===== src/hdl/qrs_pkg.sv =====
// Shared widths, types and helpers for the quadratic root solver.
// No dependencies; imported by every module of the block.
package qrs_pkg;

  localparam int WORD_W   = 32;              // coefficient / root word
  localparam int FRAC_W   = 16;              // fraction bits
  localparam int TOL_W    = 16;              // tolerance register
  localparam int PROD_W   = 2 * WORD_W;      // magnitude products
  localparam int D_W      = PROD_W + 2;      // discriminant, even width
  localparam int SQ_W     = D_W / 2;         // square root bits
  localparam int SQ_REM_W = SQ_W + 2;        // root partial remainder
  localparam int NUM_W    = SQ_W + 1;        // numerator magnitude
  localparam int DEN_W    = WORD_W + 1;      // denominator magnitude (2|a|, or |b| if linear)
  localparam int DVD_W    = NUM_W + FRAC_W;  // scaled dividend / quotient

  localparam logic [DVD_W-1:0] SIGN_LIM =
    {{(DVD_W-WORD_W){1'b0}}, 1'b1, {(WORD_W-1){1'b0}}};
  localparam logic [DVD_W-1:0] MAX_LIM = SIGN_LIM - 1'b1;

  typedef enum logic [1:0] {
    KIND_NONE = 2'd0,
    KIND_ONE  = 2'd1,
    KIND_TWO  = 2'd2,
    KIND_ANY  = 2'd3
  } kind_t;

  typedef enum logic [1:0] {
    DISC_NEG  = 2'd0,
    DISC_ZERO = 2'd1,
    DISC_POS  = 2'd2
  } disc_t;

  // sideband of one request while its discriminant is square-rooted
  typedef struct packed {
    logic                     valid;
    logic                     za;
    logic                     zb;
    logic                     zc;
    disc_t                    disc;
    logic signed [WORD_W-1:0] a;
    logic signed [WORD_W-1:0] b;
    logic signed [WORD_W-1:0] c;
  } front_t;

  // sideband of one request while its roots are divided out
  typedef struct packed {
    logic  valid;
    kind_t kind;
    logic  use_low;
    logic  use_high;
    logic  neg_low;
    logic  neg_high;
  } root_meta_t;

  function automatic logic [WORD_W-1:0] mag_w(input logic [WORD_W-1:0] v);
    mag_w = v[WORD_W-1] ? (~v + 1'b1) : v;
  endfunction

  function automatic logic [NUM_W-1:0] mag_n(input logic [NUM_W+1:0] v);
    logic [NUM_W+1:0] t;
    t = v[NUM_W+1] ? (~v + 1'b1) : v;
    mag_n = t[NUM_W-1:0];
  endfunction

endpackage


===== src/hdl/qrs_sqrt.sv =====
// Pipelined integer square root, one root bit per stage (floor result).
// Depends on qrs_pkg.
module qrs_sqrt (
  input  logic                        clk,
  input  logic                        en,
  input  logic [qrs_pkg::D_W-1:0]     rad,
  output logic [qrs_pkg::SQ_W-1:0]    root
);
  import qrs_pkg::*;

  logic [SQ_REM_W-1:0] rem_r  [SQ_W];
  logic [SQ_W-1:0]     root_r [SQ_W];
  logic [D_W-1:0]      rad_r  [SQ_W];

  for (genvar k = 0; k < SQ_W; k++) begin : g_stage
    logic [SQ_REM_W-1:0] in_rem, cur, trial;
    logic [SQ_W-1:0]     in_root;
    logic [D_W-1:0]      in_rad;
    logic                ge;

    if (k == 0) begin : g_first
      assign in_rem  = '0;
      assign in_root = '0;
      assign in_rad  = rad;
    end else begin : g_next
      assign in_rem  = rem_r[k-1];
      assign in_root = root_r[k-1];
      assign in_rad  = rad_r[k-1];
    end

    assign cur   = {in_rem[SQ_REM_W-3:0], in_rad[D_W-1 -: 2]};
    assign trial = {in_root, 2'b01};
    assign ge    = cur >= trial;

    always_ff @(posedge clk) begin
      if (en) begin
        rem_r[k]  <= ge ? (cur - trial) : cur;
        root_r[k] <= {in_root[SQ_W-2:0], ge};
        rad_r[k]  <= {in_rad[D_W-3:0], 2'b00};
      end
    end
  end

  assign root = root_r[SQ_W-1];

endmodule


===== config.mk =====
export PLATFORM = sky130hd
export DESIGN_NAME = qrs_sqrt
export DESIGN_NICKNAME = d
export VERILOG_FILES = /design/src/hdl/qrs_pkg.sv /design/src/hdl/qrs_sqrt.sv
export SDC_FILE = /design/constraint.sdc
export NUM_CORES = 2
export LEC_CHECK = 0
export ABC_AREA = 0
export BUFFER_PORTS_ARGS = -buffer_cell sky130_fd_sc_hd__buf_2
export CORE_MARGIN = 2
export CORE_UTILIZATION = 55
export CTS_CLUSTER_SIZE = 30
export DETAILED_ROUTE_END_ITERATION = 12
export GPL_TIMING_DRIVEN = 0
export PLACE_DENSITY = 0.71
export SLEW_MARGIN = 10
export SYNTH_ARGS = -nofsm -noshare
export SYNTH_HDL_FRONTEND = slang
export SYNTH_MEMORY_MAX_BITS = 65536
export SYNTH_SLANG_ARGS = --single-unit

===== constraint.sdc =====
create_clock -name clk -period 5.9 [get_ports clk]
set_input_delay 0.885 -clock clk [delete_from_list [all_inputs] [get_ports clk]]
set_output_delay 0.885 -clock clk [all_outputs]
set_load 0.03 [all_outputs]

==> metrics.md <==
| Metric | Value |
|---|---|
| Initial core utilization | 55.4% |
| Worst slack on hold paths | 0.122 ns |
| CTS sink cnt | 2624 |
| Max transition margin | 12.2% |
| Kind of critical path | register to register |
| Worst Clk Skew | 0.0791 ns |
| Post-CTS clock slew at the launch and capture registers of the worst setup and hold paths | 0.06 ns |
| Max-capacitance violation count | 0 |
| Smallest setup slack after layout | 0.735 ns |
| Vias per cell | 5.71 |
| Nets in the synthesized netlist | 10300 |
| Die span in y | 477 um |
| Share of final-layout standard cells stronger than drive strength 1 | 6.81% |
| YS warnings | 0 |
| R2r worst-path depth | 11 |
| Maximum achievable frequency | 194 MHz |
| Synthesis-to-finish area growth | 11.2% |
| Most numerous cell in the Yosys netlist | sky130_fd_sc_hd__edfxtp_1 |
| Total of hold buffers inserted after clock tree synthesis | 0 |
| Fraction of post-synthesis cell area in the top cell type by area | 64.0% |
| Boundary Pins | 101 |
| Synthesis-stage register bit count | 2624 |
| Remaining antenna violation count | 0 |
| Per-cell routed wire length | 19.5 um |
| Clock root buffer | sky130_fd_sc_hd__clkbuf_16 |
| Leak pwr | 52.3 nW |
| Required time of the critical path | 6.51 ns |
| R2R setup slack | 0.74 ns |
| Die area | 0.228 mm2 |
| Critical Path Start | rem_r[0][1051] |
| Number of distinct standard cells referenced by the synthesized netlist | 104 |
| RR Startpoint | rem_r[0][1051] |
| Primary FF master, synth | sky130_fd_sc_hd__edfxtp_1 |
| Power consumption | 54.9 mW |
| Largest net degree at the start of global routing | 176 |
| Sum of overflow across all layers after global routing | 0 |
| Drt drc | 0 |
| Register area share after synthesis | 64.0% |
| Final GP Congestion | 0.908 |
| Worst hold path class | input port to register |
| Kind of start point of the critical path | register |
| Setup repair after global routing missed its margin | no |
| Max FO, Critical Path | 10 |
| Max IR drop VDD | 0.000329 V |
| Worst setup path endpoint | rem_r[0][1115] |
| Final Max Slew Viols | 0 |
| CTS tree | done |
| Number of detailed-route iterations in the first pass | 6 |
| Core area | 0.222 mm2 |
| Count of vias placed by the detailed router | 75400 |
| Placed Instances | 12700 |
| Mapped cell area | 0.123 mm2 |
| Source-to-sink clock delay at the later pin of the worst-skew pair | 0.93 ns |
| Actual transition at the worst max-transition pin | 1.30 ns |
| Crit path arrival time | 5.77 ns |
| Count of non-filler cells in the finished layout | 13200 |
| Summed negative setup slack over all endpoints | 0 ns |
| Horizontal extent of the die | 477 um |
| Final period demand of the worst path | 5.16 ns |
| Final setup vio count | 0 |
| Post-synth EDFFs | 2624 |
| First-pass GRT wire length | 405000 um |
| Count of input and output buffers | 100 |
| Ratio of total power to cell area | 401 mW/mm2 |
| Library cell occupying the most area in the post-synthesis netlist | sky130_fd_sc_hd__edfxtp_1 |
| Total count of hold-check failures in the final report | 0 |
| Number of buffers between clock root and the deepest sink | 4 |
| Post-route fraction of the period consumed by the critical path | 87.5% |
| Post-placement worst setup slack | 0.832 ns |
| Post-synthesis average cell area | 12.8 um2 |
| Half-perimeter wire length after detailed placement | 187000 um |
| Run status | completed |
| Aggregate global-route resource usage | 22.4% |
| Leading post-synthesis cells by cell area | sky130_fd_sc_hd__edfxtp_1 (64%), sky130_fd_sc_hd__ha_1 (6.0%), sky130_fd_sc_hd__xor2_1 (3.0%), sky130_fd_sc_hd__xnor2_1 (2.9%), sky130_fd_sc_hd__a21oi_1 (2.6%) |
| Worst setup EP type | register |
| Initial antenna violation count | 3 |
| Proportion of register bits with asynchronous set or reset after synthesis | 0% |
| Count of mapped cells out of synthesis | 9610 |
| Number of buffers created by CTS | 291 |
| Post-CTS resize count | 0 |
| Number of core rows | 173 |
| Commonest cells post-synth | sky130_fd_sc_hd__edfxtp_1 (2624), sky130_fd_sc_hd__inv_1 (759), sky130_fd_sc_hd__nand2_1 (662), sky130_fd_sc_hd__a21oi_1 (632) |
| Total wire length after detailed routing | 258000 um |
| Max H-tree Level | 5 |
| Post-CTS repair timing setup buffer count | 0 |
| Via count of the first global-routing pass | 74300 |
| Final nets | 10700 |
| Endpoint of the most critical register-to-register path | rem_r[0][1115] |
| 1st-iter DRT viols | 6160 |
-- stage by stage --
step | util [%] | area (um2)
after floorplan | - | 123000
after global placement | 57.3 | 127000
after detailed placement | 57.5 | 128000
after CTS | 61.6 | 137000
after global routing | 61.6 | 137000
final | 61.6 | 137000
-- where the power goes --
| group | leakage (nW) | internal [mW] | switching (mW) |
|---|---|---|---|
| Combinational | 22.6 | 4.89 | 7.28 |
| Sequential | 25.3 | 23.7 | 1.61 |
| Clock | 4.43 | 10.4 | 7.01 |
| Total | 52.3 | 39.0 | 15.9 |
-- layout make-up --
class                   instances  area (um2)
clock inverters               151        1510
inverters                     763        2860
diodes                          2        5.00
flip-flops and latches       2624       78800
multi-input cells            6015       40600
well taps                    2975        3720
fillers                     17100       85400
clock buffers                 343        7580
repair buffers                117         983
plain buffers                 208         813
-- cells by family after synthesis --
| logic type | after synthesis | synth area share (%) |
|---|---|---|
| XOR/XNOR | 833 | 5.93 |
| adder cells (fa/ha/maj) | 595 | 6.05 |
| buffers and inverters | 971 | 2.99 |
| flip-flops | 2624 | 64.0 |
| other | 1 | 0.00305 |
| AO/OA/AOI/OAI | 2016 | 10.2 |
| multiplexers | 94 | 0.846 |
| AND/OR/NAND/NOR | 2476 | 9.99 |
-- critical path, cell delays in order (launching register included) --
cell                       delay, ns
sky130_fd_sc_hd__edfxtp_1       0.40
sky130_fd_sc_hd__ha_1           0.40
sky130_fd_sc_hd__a21oi_1        0.24
sky130_fd_sc_hd__nand2_1        0.08
sky130_fd_sc_hd__a21oi_1        0.44
sky130_fd_sc_hd__o221ai_1       0.28
sky130_fd_sc_hd__a21oi_1        0.55
sky130_fd_sc_hd__o31ai_1        0.23
sky130_fd_sc_hd__a31oi_1        0.82
sky130_fd_sc_hd__clkbuf_1       0.73
sky130_fd_sc_hd__clkbuf_1       0.54
sky130_fd_sc_hd__a21oi_1        0.14
-- registers in the layout, indices dropped and copies added (netlist names) --
signal	count
root_r	561
rem_r	1007
rad_r	1056
-- layer usage --
layer | global-route usage (%) | vias to the layer above | share of wire, %
li1 | - | 36400 | -
met1 | 30.3 | 36600 | 44
met2 | 37.4 | 1885 | 48
met3 | 2.77 | 523 | 4.4
met4 | 7.45 | 2 | 3.2
met5 | 0 | - | 0.0050
-- cells in the final DEF (no fill, tap or decap), types with 25 or more instances in the layout --
cell type	count
sky130_fd_sc_hd__clkinv_2	41
sky130_fd_sc_hd__o31ai_1	49
sky130_fd_sc_hd__nand2_1	662
sky130_fd_sc_hd__nand2b_1	124
sky130_fd_sc_hd__nand3_1	159
sky130_fd_sc_hd__nor4_1	121
sky130_fd_sc_hd__inv_1	759
sky130_fd_sc_hd__a21oi_1	632
sky130_fd_sc_hd__o211ai_1	34
sky130_fd_sc_hd__nor3b_1	25
sky130_fd_sc_hd__xnor2_1	412
sky130_fd_sc_hd__edfxtp_1	2624
sky130_fd_sc_hd__buf_2	116
sky130_fd_sc_hd__ha_1	595
sky130_fd_sc_hd__nor2b_1	87
sky130_fd_sc_hd__a21o_1	281
sky130_fd_sc_hd__or3_1	90
sky130_fd_sc_hd__nand4_1	120
sky130_fd_sc_hd__o21bai_1	58
sky130_fd_sc_hd__and3_1	46
sky130_fd_sc_hd__xor2_1	421
sky130_fd_sc_hd__nor2_1	595
sky130_fd_sc_hd__and2_1	35
sky130_fd_sc_hd__nor3_1	221
sky130_fd_sc_hd__or4_1	47
sky130_fd_sc_hd__mux2_2	80
sky130_fd_sc_hd__clkbuf_16	296
sky130_fd_sc_hd__or2_2	36
sky130_fd_sc_hd__clkinv_1	58
sky130_fd_sc_hd__o21a_1	107
sky130_fd_sc_hd__o21ai_0	530
sky130_fd_sc_hd__a211oi_1	43
sky130_fd_sc_hd__clkbuf_1	229
sky130_fd_sc_hd__bufinv_16	29
sky130_fd_sc_hd__a31oi_1	47
-- worst min path at each step --
stage | from | to | slack (ns) | cells past startpoint
final | rad[63] | rad_r[0][63] | 0.12 | 1
after global routing | rad[1] | rad_r[0][1] | 0.07 | 1
after CTS | rad[1] | rad_r[0][1] | 0.05 | 1
after detailed placement | rad_r[0][936] | rad_r[0][1002] | 0.40 | 0
after global placement | rad_r[0][701] | rad_r[0][767] | 0.40 | 0
after floorplan | rad_r[0][934] | rad_r[0][1000] | 0.40 | 0
(Power assumes the default switching activity.)
